**src/rtl/ssf_pkg.sv**
```systemverilog
// ----------------------------------------------------------------------------
// ssf_pkg: shared types and constants of the shortest-seek-first scheduler
// Sizes, error codes, register indexes and the structs between modules.
// ----------------------------------------------------------------------------
package ssf_pkg;

  localparam int QUEUE_DEPTH = 32;
  localparam int CYL_BITS    = 16;
  localparam int IDX_W       = (QUEUE_DEPTH > 1) ? $clog2(QUEUE_DEPTH) : 1;
  localparam int CNT_W       = $clog2(QUEUE_DEPTH + 1);
  localparam int CCOUNT_W    = CYL_BITS + 1;
  localparam int TOTAL_W     = 21;
  localparam int DATA_W      = 32;
  localparam int ADDR_W      = 3;
  localparam int REG_W       = ADDR_W - 2;

  typedef enum logic [1:0] {
    ERR_NONE       = 2'd0,
    ERR_CYL_RANGE  = 2'd1,
    ERR_TABLE_FULL = 2'd2,
    ERR_HEAD_RANGE = 2'd3
  } err_e;

  typedef enum logic [REG_W-1:0] {
    REG_START_HEAD = 1'b0,
    REG_CYL_COUNT  = 1'b1
  } reg_e;

  typedef struct packed {
    logic [CYL_BITS-1:0] start_head;
    logic [CCOUNT_W-1:0] cyl_count;
  } cfg_t;

  typedef struct packed {
    logic                vld;
    logic [CYL_BITS-1:0] seek;
    logic [CYL_BITS-1:0] cyl;
  } best_t;

endpackage

```
**src/rtl/ssf_intf.sv**
```systemverilog
// ----------------------------------------------------------------------------
// ssf_intf: request and result channels
// Valid/ready channels; a word moves when valid and ready are both high.
// ----------------------------------------------------------------------------
interface ssf_req_if;
  logic                         valid;
  logic                         ready;
  logic [ssf_pkg::CYL_BITS-1:0] cylinder;
  logic                         last_request;

  modport source (output valid, output cylinder, output last_request, input ready);
  modport sink   (input valid, input cylinder, input last_request, output ready);
endinterface

interface ssf_res_if;
  logic                         valid;
  logic                         ready;
  logic [ssf_pkg::CYL_BITS-1:0] serviced_cylinder;
  logic [ssf_pkg::CYL_BITS-1:0] step_distance;
  logic [ssf_pkg::TOTAL_W-1:0]  total_seek;
  logic [1:0]                   error_code;
  logic                         final_result;

  modport source (output valid, output serviced_cylinder, output step_distance,
                  output total_seek, output error_code, output final_result,
                  input ready);
  modport sink   (input valid, input serviced_cylinder, input step_distance,
                  input total_seek, input error_code, input final_result,
                  output ready);
endinterface

```
**src/rtl/ssf_cfg.sv**
```systemverilog
// ----------------------------------------------------------------------------
// ssf_cfg: configuration registers
// APB-style write/read of start head and cylinder count.
// ----------------------------------------------------------------------------
module ssf_cfg (
  input  logic                        clk_i,
  input  logic                        rst_ni,
  input  logic                        psel,
  input  logic                        penable,
  input  logic                        pwrite,
  input  logic [ssf_pkg::ADDR_W-1:0]  paddr,
  input  logic [ssf_pkg::DATA_W-1:0]  pwdata,
  output logic [ssf_pkg::DATA_W-1:0]  prdata,
  output logic                        pready,
  output ssf_pkg::cfg_t               cfg_o
);
  import ssf_pkg::*;

  cfg_t cfg_q;
  reg_e reg_sel;
  logic wr_en;

  assign pready  = 1'b1;
  assign reg_sel = reg_e'(paddr[ADDR_W-1:2]);
  assign wr_en   = psel && penable && pwrite;
  assign cfg_o   = cfg_q;

  always_ff @(posedge clk_i or negedge rst_ni) begin
    if (!rst_ni) begin
      cfg_q.start_head <= '0;
      cfg_q.cyl_count  <= CCOUNT_W'(1 << CYL_BITS);
    end else if (wr_en) begin
      case (reg_sel)
        REG_START_HEAD: cfg_q.start_head <= pwdata[CYL_BITS-1:0];
        REG_CYL_COUNT:  cfg_q.cyl_count  <= pwdata[CCOUNT_W-1:0];
        default: ;
      endcase
    end
  end

  always_comb begin
    case (reg_sel)
      REG_START_HEAD: prdata = DATA_W'(cfg_q.start_head);
      REG_CYL_COUNT:  prdata = DATA_W'(cfg_q.cyl_count);
      default:        prdata = '0;
    endcase
  end

endmodule

```
**src/rtl/ssf_req_table.sv**
```systemverilog
// ----------------------------------------------------------------------------
// ssf_req_table: request cylinder memory
// One write port and one read port with registered read data.
// ----------------------------------------------------------------------------
module ssf_req_table (
  input  logic                         clk_i,
  input  logic                         wr_en_i,
  input  logic [ssf_pkg::IDX_W-1:0]    wr_addr_i,
  input  logic [ssf_pkg::CYL_BITS-1:0] wr_data_i,
  input  logic                         rd_en_i,
  input  logic [ssf_pkg::IDX_W-1:0]    rd_addr_i,
  output logic [ssf_pkg::CYL_BITS-1:0] rd_data_o
);
  import ssf_pkg::*;

  logic [CYL_BITS-1:0] mem_q [QUEUE_DEPTH];
  logic [CYL_BITS-1:0] rd_data_q;

  assign rd_data_o = rd_data_q;

  always_ff @(posedge clk_i) begin
    if (wr_en_i) begin
      mem_q[wr_addr_i] <= wr_data_i;
    end
    if (rd_en_i) begin
      rd_data_q <= mem_q[rd_addr_i];
    end
  end

endmodule

```
**src/rtl/ssf_seek_unit.sv**
```systemverilog
// ----------------------------------------------------------------------------
// ssf_seek_unit: shared seek distance and compare unit
// Computes |cylinder - head| and decides whether it beats the current best.
// ----------------------------------------------------------------------------
module ssf_seek_unit (
  input  logic [ssf_pkg::CYL_BITS-1:0] head_i,
  input  logic [ssf_pkg::CYL_BITS-1:0] cyl_i,
  input  ssf_pkg::best_t               best_i,
  output logic [ssf_pkg::CYL_BITS-1:0] dist_o,
  output logic                         better_o
);
  import ssf_pkg::*;

  assign dist_o = (cyl_i >= head_i) ? (cyl_i - head_i) : (head_i - cyl_i);

  // strict compare keeps the earliest loaded entry on a full tie
  assign better_o = !best_i.vld || (dist_o < best_i.seek) ||
                    ((dist_o == best_i.seek) && (cyl_i < best_i.cyl));

endmodule

```
**src/rtl/shortest_seek_first_scheduler_core.sv**
```systemverilog
// Load: one request word per cycle while in the load state; each serviced
// request of a batch then takes a full table scan through the single read
// port and the shared seek unit, and waits for a free result slot.
// An error batch gives its single result after the last word is taken.
// Reset (async, active low) clears the sequencer, pending bits and counters;
// table contents stay undefined and are only read after being written.
// ----------------------------------------------------------------------------
// shortest_seek_first_scheduler_core: shortest-seek-first disk scheduler
// Loads a batch of request cylinders, then services the nearest one each pass.
// ----------------------------------------------------------------------------
module shortest_seek_first_scheduler_core (
  input  logic                        clk_i,
  input  logic                        rst_ni,
  ssf_req_if.sink                     req_i,
  ssf_res_if.source                   res_o,
  input  logic                        psel,
  input  logic                        penable,
  input  logic                        pwrite,
  input  logic [ssf_pkg::ADDR_W-1:0]  paddr,
  input  logic [ssf_pkg::DATA_W-1:0]  pwdata,
  output logic [ssf_pkg::DATA_W-1:0]  prdata,
  output logic                        pready
);
  import ssf_pkg::*;

  typedef enum logic [1:0] {
    S_LOAD,
    S_SCAN,
    S_EMIT,
    S_ERR
  } state_e;

  state_e              state_q;
  cfg_t                cfg;
  logic [CNT_W-1:0]    count_q;
  logic [CNT_W-1:0]    remaining_q;
  logic [CNT_W-1:0]    scan_idx_q;
  err_e                err_q;
  err_e                err_next;
  logic [QUEUE_DEPTH-1:0] pend_q;
  logic [CYL_BITS-1:0] head_q;
  logic [TOTAL_W-1:0]  total_q;
  logic [TOTAL_W-1:0]  total_sum;
  logic                cmp_vld_q;
  logic [IDX_W-1:0]    cmp_idx_q;
  best_t               best_q;
  logic [IDX_W-1:0]    best_idx_q;

  logic                res_vld_q;
  logic [CYL_BITS-1:0] res_cyl_q;
  logic [CYL_BITS-1:0] res_dist_q;
  logic [TOTAL_W-1:0]  res_total_q;
  err_e                res_err_q;
  logic                res_fin_q;

  logic                accept;
  logic                full;
  logic                cyl_bad;
  logic                head_bad;
  logic                store;
  logic                issue;
  logic [CYL_BITS-1:0] rd_data;
  logic [CYL_BITS-1:0] seek_dist;
  logic                better;
  logic                take;
  logic                slot_free;
  logic                res_load;

  ssf_cfg u_cfg (
    .clk_i   (clk_i),
    .rst_ni  (rst_ni),
    .psel    (psel),
    .penable (penable),
    .pwrite  (pwrite),
    .paddr   (paddr),
    .pwdata  (pwdata),
    .prdata  (prdata),
    .pready  (pready),
    .cfg_o   (cfg)
  );

  assign req_i.ready = (state_q == S_LOAD);
  assign accept      = req_i.valid && req_i.ready;
  assign full        = (count_q == CNT_W'(QUEUE_DEPTH));
  assign cyl_bad     = ({1'b0, req_i.cylinder} >= cfg.cyl_count);
  assign head_bad    = ({1'b0, cfg.start_head} >= cfg.cyl_count);
  assign store       = (err_q == ERR_NONE) && !full && !cyl_bad;

  // first error wins; table full is checked before range
  always_comb begin
    if (err_q != ERR_NONE) begin
      err_next = err_q;
    end else if (full) begin
      err_next = ERR_TABLE_FULL;
    end else if (cyl_bad) begin
      err_next = ERR_CYL_RANGE;
    end else begin
      err_next = ERR_NONE;
    end
  end

  assign issue = (state_q == S_SCAN) && (scan_idx_q < count_q);

  ssf_req_table u_table (
    .clk_i     (clk_i),
    .wr_en_i   (accept && store),
    .wr_addr_i (count_q[IDX_W-1:0]),
    .wr_data_i (req_i.cylinder),
    .rd_en_i   (issue),
    .rd_addr_i (scan_idx_q[IDX_W-1:0]),
    .rd_data_o (rd_data)
  );

  ssf_seek_unit u_seek (
    .head_i   (head_q),
    .cyl_i    (rd_data),
    .best_i   (best_q),
    .dist_o   (seek_dist),
    .better_o (better)
  );

  assign take      = cmp_vld_q && pend_q[cmp_idx_q] && better;
  assign slot_free = !res_vld_q || res_o.ready;
  assign res_load  = slot_free && ((state_q == S_EMIT) || (state_q == S_ERR));
  assign total_sum = total_q + TOTAL_W'(best_q.seek);

  assign res_o.valid             = res_vld_q;
  assign res_o.serviced_cylinder = res_cyl_q;
  assign res_o.step_distance     = res_dist_q;
  assign res_o.total_seek        = res_total_q;
  assign res_o.error_code        = res_err_q;
  assign res_o.final_result      = res_fin_q;

  always_ff @(posedge clk_i or negedge rst_ni) begin
    if (!rst_ni) begin
      state_q     <= S_LOAD;
      count_q     <= '0;
      remaining_q <= '0;
      scan_idx_q  <= '0;
      err_q       <= ERR_NONE;
      pend_q      <= '0;
      head_q      <= '0;
      total_q     <= '0;
      cmp_vld_q   <= 1'b0;
      cmp_idx_q   <= '0;
      best_q      <= '0;
      best_idx_q  <= '0;
      res_vld_q   <= 1'b0;
      res_cyl_q   <= '0;
      res_dist_q  <= '0;
      res_total_q <= '0;
      res_err_q   <= ERR_NONE;
      res_fin_q   <= 1'b0;
    end else begin
      if (res_load) begin
        res_vld_q <= 1'b1;
      end else if (res_o.ready) begin
        res_vld_q <= 1'b0;
      end
      case (state_q)
        S_LOAD: begin
          if (accept) begin
            if (store) begin
              pend_q[count_q[IDX_W-1:0]] <= 1'b1;
              count_q <= count_q + CNT_W'(1);
            end
            if (req_i.last_request && (head_bad || (err_next != ERR_NONE))) begin
              err_q   <= head_bad ? ERR_HEAD_RANGE : err_next;
              state_q <= S_ERR;
            end else begin
              err_q <= err_next;
              if (req_i.last_request) begin
                head_q      <= cfg.start_head;
                total_q     <= '0;
                remaining_q <= count_q + CNT_W'(1);
                scan_idx_q  <= '0;
                cmp_vld_q   <= 1'b0;
                best_q      <= '0;
                state_q     <= S_SCAN;
              end
            end
          end
        end
        S_SCAN: begin
          cmp_vld_q <= issue;
          cmp_idx_q <= scan_idx_q[IDX_W-1:0];
          if (issue) begin
            scan_idx_q <= scan_idx_q + CNT_W'(1);
          end
          if (take) begin
            best_q.vld  <= 1'b1;
            best_q.seek <= seek_dist;
            best_q.cyl  <= rd_data;
            best_idx_q  <= cmp_idx_q;
          end
          // drain the read pipe before picking
          if (!issue && !cmp_vld_q) begin
            state_q <= S_EMIT;
          end
        end
        S_EMIT: begin
          if (slot_free) begin
            res_cyl_q   <= best_q.cyl;
            res_dist_q  <= best_q.seek;
            res_total_q <= total_sum;
            res_err_q   <= ERR_NONE;
            res_fin_q   <= (remaining_q == CNT_W'(1));
            total_q     <= total_sum;
            head_q      <= best_q.cyl;
            remaining_q <= remaining_q - CNT_W'(1);
            if (remaining_q == CNT_W'(1)) begin
              count_q <= '0;
              err_q   <= ERR_NONE;
              pend_q  <= '0;
              state_q <= S_LOAD;
            end else begin
              pend_q[best_idx_q] <= 1'b0;
              scan_idx_q <= '0;
              best_q     <= '0;
              state_q    <= S_SCAN;
            end
          end
        end
        S_ERR: begin
          if (slot_free) begin
            res_cyl_q   <= '0;
            res_dist_q  <= '0;
            res_total_q <= '0;
            res_err_q   <= err_q;
            res_fin_q   <= 1'b1;
            count_q     <= '0;
            err_q       <= ERR_NONE;
            pend_q      <= '0;
            total_q     <= '0;
            state_q     <= S_LOAD;
          end
        end
        default: begin
          state_q <= S_LOAD;
        end
      endcase
    end
  end

endmodule

```
**src/flat_wrapper.sv**
```systemverilog
// flat-port wrapper written by rule: the top's interface ports become plain ports
module shortest_seek_first_scheduler_core_flat import ssf_pkg::*;
  (clk_i, rst_ni, psel, penable, pwrite, paddr, pwdata, prdata, pready, req_i_valid, req_i_cylinder, req_i_last_request, req_i_ready, res_o_valid, res_o_serviced_cylinder, res_o_step_distance, res_o_total_seek, res_o_error_code, res_o_final_result, res_o_ready);
  ssf_req_if req_i_i ();
  ssf_res_if res_o_i ();
  input  logic clk_i;
  input  logic rst_ni;
  input  logic psel;
  input  logic penable;
  input  logic pwrite;
  input  logic [ssf_pkg::ADDR_W-1:0] paddr;
  input  logic [ssf_pkg::DATA_W-1:0] pwdata;
  output logic [ssf_pkg::DATA_W-1:0] prdata;
  output logic pready;
  input wire logic [$bits(req_i_i.valid)-1:0] req_i_valid;
  input wire logic [$bits(req_i_i.cylinder)-1:0] req_i_cylinder;
  input wire logic [$bits(req_i_i.last_request)-1:0] req_i_last_request;
  output wire logic [$bits(req_i_i.ready)-1:0] req_i_ready;
  output wire logic [$bits(res_o_i.valid)-1:0] res_o_valid;
  output wire logic [$bits(res_o_i.serviced_cylinder)-1:0] res_o_serviced_cylinder;
  output wire logic [$bits(res_o_i.step_distance)-1:0] res_o_step_distance;
  output wire logic [$bits(res_o_i.total_seek)-1:0] res_o_total_seek;
  output wire logic [$bits(res_o_i.error_code)-1:0] res_o_error_code;
  output wire logic [$bits(res_o_i.final_result)-1:0] res_o_final_result;
  input wire logic [$bits(res_o_i.ready)-1:0] res_o_ready;
  assign req_i_i.valid = req_i_valid;
  assign req_i_i.cylinder = req_i_cylinder;
  assign req_i_i.last_request = req_i_last_request;
  assign req_i_ready = req_i_i.ready;
  assign res_o_valid = res_o_i.valid;
  assign res_o_serviced_cylinder = res_o_i.serviced_cylinder;
  assign res_o_step_distance = res_o_i.step_distance;
  assign res_o_total_seek = res_o_i.total_seek;
  assign res_o_error_code = res_o_i.error_code;
  assign res_o_final_result = res_o_i.final_result;
  assign res_o_i.ready = res_o_ready;
  shortest_seek_first_scheduler_core u_core (.clk_i(clk_i), .rst_ni(rst_ni), .req_i(req_i_i), .res_o(res_o_i), .psel(psel), .penable(penable), .pwrite(pwrite), .paddr(paddr), .pwdata(pwdata), .prdata(prdata), .pready(pready));
endmodule
```
**config.mk**
```make
export PLATFORM = sky130hd
export DESIGN_NAME = shortest_seek_first_scheduler_core_flat
export DESIGN_NICKNAME = d
export VERILOG_FILES = /design/src/rtl/ssf_pkg.sv /design/src/rtl/ssf_intf.sv /design/src/rtl/ssf_cfg.sv /design/src/rtl/ssf_req_table.sv /design/src/rtl/ssf_seek_unit.sv /design/src/rtl/shortest_seek_first_scheduler_core.sv /design/src/flat_wrapper.sv
export SDC_FILE = /design/constraint.sdc
export NUM_CORES = 1
export LEC_CHECK = 0
export BUFFER_PORTS_ARGS = -buffer_cell sky130_fd_sc_hd__buf_4
export CAP_MARGIN = 15
export CORE_ASPECT_RATIO = 0.5
export CORE_UTILIZATION = 30
export DETAILED_ROUTE_END_ITERATION = 10
export PLACE_DENSITY = 0.42
export SETUP_SLACK_MARGIN = 0.2
export SLEW_MARGIN = 20
export SYNTH_ARGS = -nofsm -noshare
export SYNTH_HDL_FRONTEND = slang
export SYNTH_SLANG_ARGS = --single-unit
```
**constraint.sdc**
```tcl
create_clock -name clk_i -period 4.9 [get_ports clk_i]
set_input_delay 0.98 -clock clk_i [delete_from_list [all_inputs] [get_ports clk_i]]
set_output_delay 0.98 -clock clk_i [all_outputs]
set_load 0.03 [all_outputs]
```
==> reports/results.txt, run 1 <==
min Tclk post-route: 5200 ps
GP Congestion: 0.813
flops & latches, synth: 753
Setup crit end: u_core.best_q[25]$_DFFE_PN0P_
fin crit share: 106%
Port-buffer cells: 116
Synth top cells by count: edfxtp_1, dfrtp_1, mux4_2
Worst EP arrival: 5780 ps
initial antenna violation count: 4
CP max-delay cell: or4_4
Synthesis Warnings: 0
# hold bufs at CTS: 0
Initial Util: 30.6%
mapped cell area: 34000 µm²
gr usage total: 17.1%
crit path launch type: flop
Max clock buf depth: 3
worst hold margin: 263 ps
CTS root buffer: clkbuf_16
area leader, netlist: edfxtp_1
Syn Area/Cell: 15.0 µm²
top sig layer: met4
Die H: 240 µm
status: finished with violations
num ports: 150
Crit Path Class: flop to flop
sequential share of the synthesized area: 63.2%
CORE AREA: 111000 µm²
PwrDens: 555 nW/µm²
Reg2Reg Setup Slack: -300 ps
worst flop-to-flop path startpoint: u_core.u_table.rd_data_o[0]$_DFFE_PP_
number of synthesized flops with an enable pin: 528
fill count: 10600
failing checks: design-rule violations, negative setup slack
async set or reset register ratio after synthesis: 29.9%
Netlist cell types: 76
LEAKAGE: 14.8 nW
count leader, synth: edfxtp_1
unrepaired setup endpoints after global routing: true
CP cell instances: inv_2 > ha_4 > inv_2 > fa_2 > a21o_1 > a221o_1 > o41a_1 > o21ai_2 > a21oi_4 > buf_12 > mux2i_4 > xnor2_2 > ha_1 > nand4_1 > or4_4 > nor4_4 > buf_4 > o2111ai_2 > o21ai_2 > buf_4 > o2111ai_4 > nor2_4 > buf_6 > a22o_1
worst-margin pin slew: 975 ps
Via Count: 20000
maximum VDD drop: 0.299 mV
largest net degree at the start of global routing: 112
prevailing post-synth register cell: edfxtp_1
dpl ws: -429 ps
wire length on met3: 4390 µm
endpoint type of the worst setup path: flop
worst-skew pair later-pin latency: 680 ps
routed length on met1: 47400 µm
nets@finish: 2670
crit path launch: u_core.u_table.rd_data_o[0]$_DFFE_PP_
max-slew violation count: 0
vias in the first global route: 20400
fmax: 192 MHz
area of the die: 115000 µm²
post-DP HPWL: 62600 µm
clock sinks: 753
crit path max fanout: 8
r2r worst-path depth: 24
Final setup violation count: 37
DP Area: 37700 µm²
wire length per cell: 24.2 µm
Area Overhead vs Synth: 18.9%
HP Class: primary input to asynchronous set/reset pin
Die X: 478 µm
DRC viols: 4
Final Hold Fails: 0
CTS tree: yes
number of placement rows: 86
Initial DRC Count: 1527
total length of routed wires: 97700 µm
relative slew slack: 35.0%
met2 routed WL: 44100 µm
Overflow after GRT: 0
max cap viols: 0
Synth top area share: 46.6%
Critical Path RT: 5490 ps
drt first pass iters: 10
Placed Cells: 3884
Antenna Nets Post-Route: 0
Cells after Synth: 2261
Post-Layout Inst Area: 40400 µm²
first-pass GRT wire length: 142000 µm
non-filler cells, final: 4041
cts bufs inserted: 76
Clock transition at path regs: 60 ps
fraction of layout cells with a size suffix above 1: 27.1%
Worst R2R End: u_core.best_q[25]$_DFFE_PN0P_
htree depth: 3
worst-case clock skew: 32.3 ps
fin worst setup slack: -298 ps
Crit path largest cell delay: 550 ps
top cells by area, synth: edfxtp_1, dfrtp_1, mux4_2, ha_1, mux2_2
Vias/cell: 4.95
## timing repair
item / CTS / global route
setup endpoints to repair: 38 / 38
hold endpoints to repair: 0 / 0
setup buffers: 9 / 4
pin swaps: 4 / 0
resized for setup: 22 / 3
cloned: 1 / 2
## report_power, final
part | total, mW | internal (mW) | switching (mW)
Sequential | 7.68 | 7.22 | 0.459
Combinational | 8.83 | 3.99 | 4.84
Clock | 5.92 | 3.31 | 2.62
## state kept, by name (all words and copies together), names as in the netlist
signal,count
u_core.remaining_q,6
u_core.count_q,6
u_core.u_cfg.cfg_o,33
u_core.res_o.step_distance,16
u_core.res_o.final_result,1
u_core.state_q,2
u_core.cmp_idx_q,5
u_core.res_o.serviced_cylinder,16
u_core.u_table.rd_data_o,16
u_core.res_o.total_seek,21
u_core.pend_q,32
u_core.head_q,16
u_core.cmp_vld_q,1
u_core.err_q,2
u_core.res_o.error_code,2
u_core.total_q,21
u_core.best_idx_q,5
u_core.best_q,33
u_core.u_table.mem_q,512
u_core.scan_idx_q,6
u_core.res_o.valid,1
## critical path, delay by kind of cell (launching register included)
family                   cells  cell delay [ps]
adder cells (fa/ha/maj)      3              760
flip-flops                   1              400
buffers and inverters        6              840
AO/OA/AOI/OAI                9             1770
XOR/XNOR                     1              150
AND/OR/NAND/NOR              4             1050
multiplexers                 1              180
## through the flow
| stage | total power, mW | utilization, % | TNS (ps) |
|---|---|---|---|
| after floorplan | 13.0 | - | 0 |
| after global placement | 16.2 | 33.9 | -11910 |
| after detailed placement | 16.2 | 33.9 | -15420 |
| after CTS | 22.6 | 36.3 | -9860 |
| after global routing | 23.9 | 36.3 | -18580 |
| final | 22.4 | 36.3 | -10380 |
## routing by layer
layer  up-vias  global-route usage (%)
li1       9135                       -
met1     10400                    24.8
met2       367                    26.4
met3       102                    3.35
met4         0                    3.96
met5         -                       0
## kinds of logic after synthesis
logic type / count (synthesis) / share of synthesized area, %
AO/OA/AOI/OAI: 458 / 8.73
multiplexers: 273 / 14.5
AND/OR/NAND/NOR: 368 / 4.89
flip-flops: 753 / 63.2
XOR/XNOR: 34 / 0.876
buffers and inverters: 244 / 2.97
adder cells (fa/ha/maj): 129 / 4.81
other: 2 / 0.0221
## worst min-delay path by stage
stage | cells after the start | end | slack (ps) | startpoint
after global placement | 2 | u_core.res_o.step_distance[4]$_DFFE_PN0P_ | 460 | u_core.res_o.step_distance[4]$_DFFE_PN0P_
final | 1 | u_core.pend_q[18]$_DFFE_PN0P_ | 260 | rst_ni
after detailed placement | 2 | u_core.res_o.serviced_cylinder[1]$_DFFE_PN0P_ | 470 | u_core.res_o.serviced_cylinder[1]$_DFFE_PN0P_
after floorplan | 2 | u_core.total_q[2]$_DFFE_PN0P_ | 450 | u_core.total_q[2]$_DFFE_PN0P_
after global routing | 1 | u_core.pend_q[18]$_DFFE_PN0P_ | 280 | rst_ni
after CTS | 1 | u_core.pend_q[18]$_DFFE_PN0P_ | 260 | rst_ni
## area by class of cell
cell class                 instances  area, µm²  share of cell area [%]
timing repair buffer             266       2380                    5.89
tap                             1496       1870                    4.63
inverter                         107        402                   0.994
clock buffer                      99       2090                    5.18
sequential                       753      21500                    53.2
multi-input combinational       1278      11800                    29.2
antenna                            3       7.51                  0.0186
clock inverter                    39        383                   0.947
## layout by cell type, fill, tap and decap left out, drive strengths merged, types with 19 or more instances in the layout
master / count
nor2: 105
mux4: 169
o21ai: 118
ha: 126
dfrtp: 224
nand2: 149
nand3: 19
inv: 109
a21oi: 129
a22o: 57
edfxtp: 528
mux2: 73
xnor2: 25
clkbuf: 100
mux2i: 31
clkinv: 31
a21o: 31
o31ai: 39
buf: 265
Note: power is estimated with default switching activity, not from simulation.
==> run 2: changes to the inputs <==
- PLACE_DENSITY: 0.42 -> 0.41
- clock period: 4.9 -> 5.6 ns (I/O delays scaled with it)
==> run 2 against run 1 <==
Sequential cell count unchanged. Critical path type unchanged. Count of clock-buffer cells in the layout up 2. Fmax down 0.29%. The run ends with design-rule violations left. Sequential share of layout area up 0.72 points. Worst setup slack better by 690 ps.
==> reports/results.txt, run 2 (same netlist as run 1, synthesis figures left out) <==
Initial Util: 30.6% (unchanged)
Core Util, Final: 35.8% (was 36.3%)
Ant. Diodes: 0 (was 3)
Reg2Reg Setup Slack: 390 ps (was -300 ps)
Clock transition at path regs: 70 ps (was 60 ps)
Crit Path Class: flop to flop (unchanged)
commonest non-fill, non-tap cell in the layout: edfxtp_1 (unchanged)
max cap viols: 0 (unchanged)
fin crit share: 93.1% (was 106%)
Via Count: 19900 (was 20000)
CTS root buffer: clkbuf_16 (unchanged)
post-DP HPWL: 62700 µm (was 62600 µm)
failing checks: design-rule violations (was design-rule violations, negative setup slack)
num ports: 150 (unchanged)
register area: 21500 µm² (unchanged)
Die H: 240 µm (unchanged)
Post-Layout Inst Area: 39900 µm² (was 40400 µm²)
min Tclk post-route: 5210 ps (was 5200 ps)
first-pass GRT wire length: 143000 µm (was 142000 µm)
fin worst setup slack: 388 ps (was -298 ps)
crit path launch type: flop (unchanged)
Vias/cell: 4.99 (was 4.95)
worst flop-to-flop path startpoint: u_core.u_table.rd_data_o[0]$_DFFE_PP_ (unchanged)
CORE AREA: 111000 µm² (unchanged)
gr usage total: 17.1% (about the same)
Largest register FFs: 512 (unchanged)
GP Congestion: 0.818 (was 0.813)
DP Area: 37000 µm² (was 37700 µm²)
nets@finish: 2613 (was 2670)
cts bufs inserted: 77 (was 76)
number of placement rows: 86 (unchanged)
Worst R2R End: u_core.best_q[21]$_DFFE_PN0P_ (was u_core.best_q[25]$_DFFE_PN0P_)
worst-case clock skew: 27.7 ps (was 32.3 ps)
unrepaired setup endpoints after global routing: true (unchanged)
fraction of layout cells with a size suffix above 1: 25.5% (was 27.1%)
fill count: 10700 (was 10600)
Critical Path RT: 6130 ps (was 5490 ps)
area of the die: 115000 µm² (unchanged)
vias in the first global route: 20400 (about the same)
maximum VDD drop: 0.255 mV (was 0.299 mV)
Initial DRC Count: 1504 (was 1527)
clock sinks: 753 (unchanged)
Final Hold Fails: 0 (unchanged)
most frequent cells in the layout: edfxtp_1, dfrtp_1, buf_4, mux4_2, nand2_1 (was edfxtp_1, buf_4, dfrtp_1, mux4_2, nand2_1)
Max clock buf depth: 3 (unchanged)
status: finished with violations (unchanged)
DRC viols: 6 (was 4)
Overflow after GRT: 0 (unchanged)
wire length per cell: 24.5 µm (was 24.2 µm)
dpl ws: 75.6 ps (was -429 ps)
# hold bufs at CTS: 0 (unchanged)
drt first pass iters: 11 (was 10)
Tot Pwr: 19.1 mW (was 22.4 mW)
relative slew slack: 32.6% (was 35.0%)
largest net degree at the start of global routing: 133 (was 112)
Worst EP arrival: 5740 ps (was 5780 ps)
htree depth: 3 (unchanged)
max-slew violation count: 0 (unchanged)
Final setup violation count: 0 (was 37)
crit path max fanout: 18 (was 8)
initial antenna violation count: 4 (unchanged)
Multi-input gate area: 11800 µm² (about the same)
total length of routed wires: 97400 µm (was 97700 µm)
worst-margin pin slew: 1010 ps (was 975 ps)
worst-skew pair later-pin latency: 670 ps (was 680 ps)
PwrDens: 480 nW/µm² (was 555 nW/µm²)
Area Overhead vs Synth: 17.3% (was 18.9%)
Die X: 478 µm (unchanged)
Antenna Nets Post-Route: 0 (unchanged)
r2r worst-path depth: 23 (was 24)
endpoint type of the worst setup path: flop (unchanged)
Port-buffer cells: 116 (unchanged)
Largest Register: u_core.u_table.mem_q (unchanged)
LEAKAGE: 14.5 nW (was 14.8 nW)
CTS tree: yes (unchanged)
fmax: 192 MHz (about the same)
HP Class: primary input to asynchronous set/reset pin (unchanged)
setup TNS: 0 ps (was -10380 ps)
## run 2: changes by cell type in the layout (fill, tap and decap cells not counted), moves of 3 or more
cell,previous run,this run
clkinv_2,13,8
clkinvlp_2,0,3
buf_12,26,9
diode_2,3,0
buf_4,233,194
bufinv_16,5,8
## run 2: area by class of cell
type                    instances  area share [%]
clock buffers                 101            5.42
clock inverters                39            1.12
inverters                     107            1.01
multi-input cells            1279            29.6
flip-flops and latches        753            53.9
well taps                    1496            4.69
repair buffers                207            4.26
## run 2: per-stage QoR
step | hold WS, ps | cells
2_1_floorplan | 453 | 2275
3_3_place_gp | 466 | 3827
3_5_place_dp | 469 | 3827
4_1_cts | 410 | 3975
5_1_grt | 450 | 3982
6_report | 433 | 3982
## run 2: metal layers
| metal | GRT usage (%) | part of all wire [%] | vias up |
|---|---|---|---|
| met2 | 26.3 | 45 | 399 |
| met1 | 24.8 | 48 | 10300 |
| met5 | 0 | 0 | - |
| li1 | - | - | 9009 |
| met4 | 4.46 | 2.1 | 0 |
| met3 | 3.05 | 4.3 | 124 |
## run 2: how the worst max path moves through the flow
stage | cells past startpoint | to | slack (ps) | start
2_1_floorplan | 23 | u_core.best_q[1]$_DFFE_PN0P_ | 710 | u_core.u_table.rd_data_o[0]$_DFFE_PP_
6_report | 23 | u_core.best_q[21]$_DFFE_PN0P_ | 390 | u_core.u_table.rd_data_o[0]$_DFFE_PP_
3_3_place_gp | 23 | u_core.best_q[2]$_DFFE_PN0P_ | 50 | u_core.u_table.rd_data_o[0]$_DFFE_PP_
3_5_place_dp | 23 | u_core.best_q[2]$_DFFE_PN0P_ | 80 | u_core.u_table.rd_data_o[0]$_DFFE_PP_
5_1_grt | 23 | u_core.best_q[21]$_DFFE_PN0P_ | 150 | u_core.u_table.rd_data_o[0]$_DFFE_PP_
4_1_cts | 23 | u_core.best_q[2]$_DFFE_PN0P_ | 170 | u_core.u_table.rd_data_o[0]$_DFFE_PP_
## run 2: timing repair
action / in CTS / in global routing
gates cloned: 2 / 1
buffers inserted: 6 / 6
gates resized for setup: 10 / 14
pin swaps: 6 / 9
endpoints found under the setup margin: 36 / 38
## run 2: power by group
group	internal (mW)	total, mW	switching, mW
clock	3.11	5.39	2.29
combinational	2.90	7.04	4.13
sequential	6.32	6.71	0.397
total	12.3	19.1	6.82
## run 2: critical path, cell delays in order (launching register included)
cell	delay [ps]
edfxtp_1	400
inv_2	100
ha_4	140
inv_2	30
fa_2	330
a21o_1	190
a221o_1	320
o41a_1	380
o21ai_2	220
a21oi_4	120
buf_6	170
buf_4	140
o31a_1	300
xor2_2	160
ha_1	320
a21oi_2	150
a21oi_2	80
a2111oi_1	360
a31oi_1	230
o21ai_2	130
o211ai_1	100
a21o_2	320
buf_12	170
a22o_1	230
==> run 3: changes to the inputs <==
- CTS_BUF_LIST: default -> sky130_fd_sc_hd__clkbuf_16
==> run 3 against run 2 <==
The run still ends with design-rule violations left. Core utilization fell by 0.054 points. Count of clock-buffer cells in the layout fell by 20. Cell count did not move. Die area did not move. Register-to-register slack barely moved. Hold slack got worse by 11 ps. Worst setup slack improved by 12 ps. Critical endpoint unchanged. Sequential share of layout area rose by 0.081 points. Largest cell class unchanged. Wire length barely moved.
==> reports/results.txt, run 3 (same netlist as run 1, synthesis figures left out) <==
CTS root buffer: clkbuf_16 (unchanged)
endpoint type of the worst setup path: flop (unchanged)
Worst EP arrival: 5730 ps (was 5740 ps)
Worst R2R End: u_core.best_q[21]$_DFFE_PN0P_ (unchanged)
CTS tree: yes (unchanged)
failing checks: design-rule violations (unchanged)
Port-buffer cells: 116 (unchanged)
top sig layer: met4 (unchanged)
initial antenna violation count: 3 (was 4)
Critical Path RT: 6130 ps (about the same)
fmax: 192 MHz (about the same)
Reg2Reg Setup Slack: 400 ps (was 390 ps)
relative slew slack: 32.2% (was 32.6%)
wire length per cell: 24.4 µm (was 24.5 µm)
routed length on met1: 47300 µm (was 47000 µm)
gr usage total: 17.1% (about the same)
LEAKAGE: 14.5 nW (about the same)
clock sinks: 753 (unchanged)
Ant. Diodes: 0 (unchanged)
wire length on met3: 4050 µm (was 4220 µm)
cts bufs inserted: 77 (unchanged)
crit path launch type: flop (unchanged)
Final Hold Fails: 0 (unchanged)
number of placement rows: 86 (unchanged)
crit path max fanout: 18 (unchanged)
maximum VDD drop: 0.255 mV (about the same)
PwrDens: 478 nW/µm² (was 480 nW/µm²)
area of the die: 115000 µm² (unchanged)
worst flop-to-flop path startpoint: u_core.u_table.rd_data_o[0]$_DFFE_PP_ (unchanged)
max-slew violation count: 0 (unchanged)
min Tclk post-route: 5200 ps (was 5210 ps)
Die X: 478 µm (unchanged)
Vias/cell: 4.99 (about the same)
fraction of layout cells with a size suffix above 1: 25.3% (was 25.5%)
Crit Path Class: flop to flop (unchanged)
unrepaired setup endpoints after global routing: true (unchanged)
htree depth: 3 (unchanged)
total length of routed wires: 97300 µm (was 97400 µm)
GP Congestion: 0.818 (unchanged)
Core Util, Final: 35.8% (about the same)
fin crit share: 92.9% (was 93.1%)
Area Overhead vs Synth: 17.1% (was 17.3%)
drt first pass iters: 10 (was 11)
Clock transition at path regs: 70 ps (about the same)
worst hold margin: 422 ps (was 433 ps)
Via Count: 19900 (about the same)
r2r worst-path depth: 23 (unchanged)
Antenna Nets Post-Route: 0 (unchanged)
setup TNS: 0 ps (unchanged)
worst-margin pin slew: 1020 ps (was 1010 ps)
most frequent cells in the layout: edfxtp_1, dfrtp_1, buf_4, mux4_2, nand2_1 (unchanged)
Initial DRC Count: 1407 (was 1504)
Max clock buf depth: 3 (unchanged)
DRC viols: 5 (was 6)
worst-skew pair later-pin latency: 670 ps (about the same)
post-DP HPWL: 62700 µm (unchanged)
vias in the first global route: 20400 (about the same)
nets@finish: 2613 (unchanged)
worst-case clock skew: 28.1 ps (was 27.7 ps)
Final setup violation count: 0 (unchanged)
CORE AREA: 111000 µm² (unchanged)
num ports: 150 (unchanged)
commonest non-fill, non-tap cell in the layout: edfxtp_1 (unchanged)
Initial Util: 30.6% (unchanged)
Largest register FFs: 512 (unchanged)
Die H: 240 µm (unchanged)
Overflow after GRT: 0 (unchanged)
met2 routed WL: 44000 µm (was 44100 µm)
HP Class: primary input to asynchronous set/reset pin (unchanged)
first-pass GRT wire length: 143000 µm (about the same)
largest net degree at the start of global routing: 133 (unchanged)
status: finished with violations (unchanged)
crit path launch: u_core.u_table.rd_data_o[0]$_DFFE_PP_ (unchanged)
Largest Register: u_core.u_table.mem_q (unchanged)
max cap viols: 0 (unchanged)
-- run 3: cell types whose count changed in the layout (fill, tap and decap cells not counted), sizes merged --
cell    delta
clkbuf    -20
inv       +14
clkinv     +6
-- run 3: worst max-delay path by stage --
stage / endpoint / slack [ps]
3_3_place_gp: u_core.best_q[2]$_DFFE_PN0P_ / 50
2_1_floorplan: u_core.best_q[1]$_DFFE_PN0P_ / 710
3_5_place_dp: u_core.best_q[2]$_DFFE_PN0P_ / 80
6_report: u_core.best_q[21]$_DFFE_PN0P_ / 400
5_1_grt: u_core.best_q[21]$_DFFE_PN0P_ / 150
4_1_cts: u_core.best_q[2]$_DFFE_PN0P_ / 170
-- run 3: per-stage QoR --
stage	setup WS (ps)	instance area (µm²)	instances	power, mW
global route	150	39800	3982	20.1
detailed placement	75.6	37000	3827	13.6
floorplan	706	34100	2275	11.4
finish	399	39800	3982	19.0
global placement	45.2	37000	3827	13.6
CTS	167	39700	3975	19.1
-- run 3: per-layer routing --
layer | vias to the layer above | global-route usage (%)
met5 | - | 0
met4 | 0 | 4.46
met3 | 124 | 3.05
met2 | 384 | 26.3
met1 | 10300 | 24.8
li1 | 9011 | -
-- run 3: worst max-delay path: stages, from the launching register on --
cell and delay [ps]:
edfxtp_1 400, inv_2 100, ha_4 140, inv_2 30
fa_2 330, a21o_1 190, a221o_1 320, o41a_1 380
o21ai_2 220, a21oi_4 120, buf_6 170, buf_4 140
o31a_1 300, xor2_2 160, ha_1 320, a21oi_2 160
a21oi_2 80, a2111oi_1 360, a31oi_1 210, o21ai_2 120
o211ai_1 100, a21o_2 320, buf_12 170, a22o_1 230
-- run 3: cell type report --
| cell class | count | area [µm²] |
|---|---|---|
| clock buffer | 81 | 2030 |
| inverter | 107 | 402 |
| timing repair buffer | 207 | 1700 |
| fill | 10700 | 71400 |
| tap | 1496 | 1870 |
| multi-input combinational | 1279 | 11800 |
| sequential | 753 | 21500 |
| clock inverter | 59 | 522 |
-- run 3: timing repair --
action / 4_1_cts / 5_1_grt
buffers inserted: 6 / 6
resized for setup: 10 / 14
pin swaps: 6 / 10
hold buffers: 0 / 0
cloned: 2 / 1
setup endpoints to repair: 36 / 38
-- run 3: where the power goes --
part	switching (mW)	internal (mW)	total (mW)
Combinational	4.13	2.90	7.03
Sequential	0.396	6.32	6.71
Clock	2.29	3.00	5.29
Total	6.81	12.2	19.0
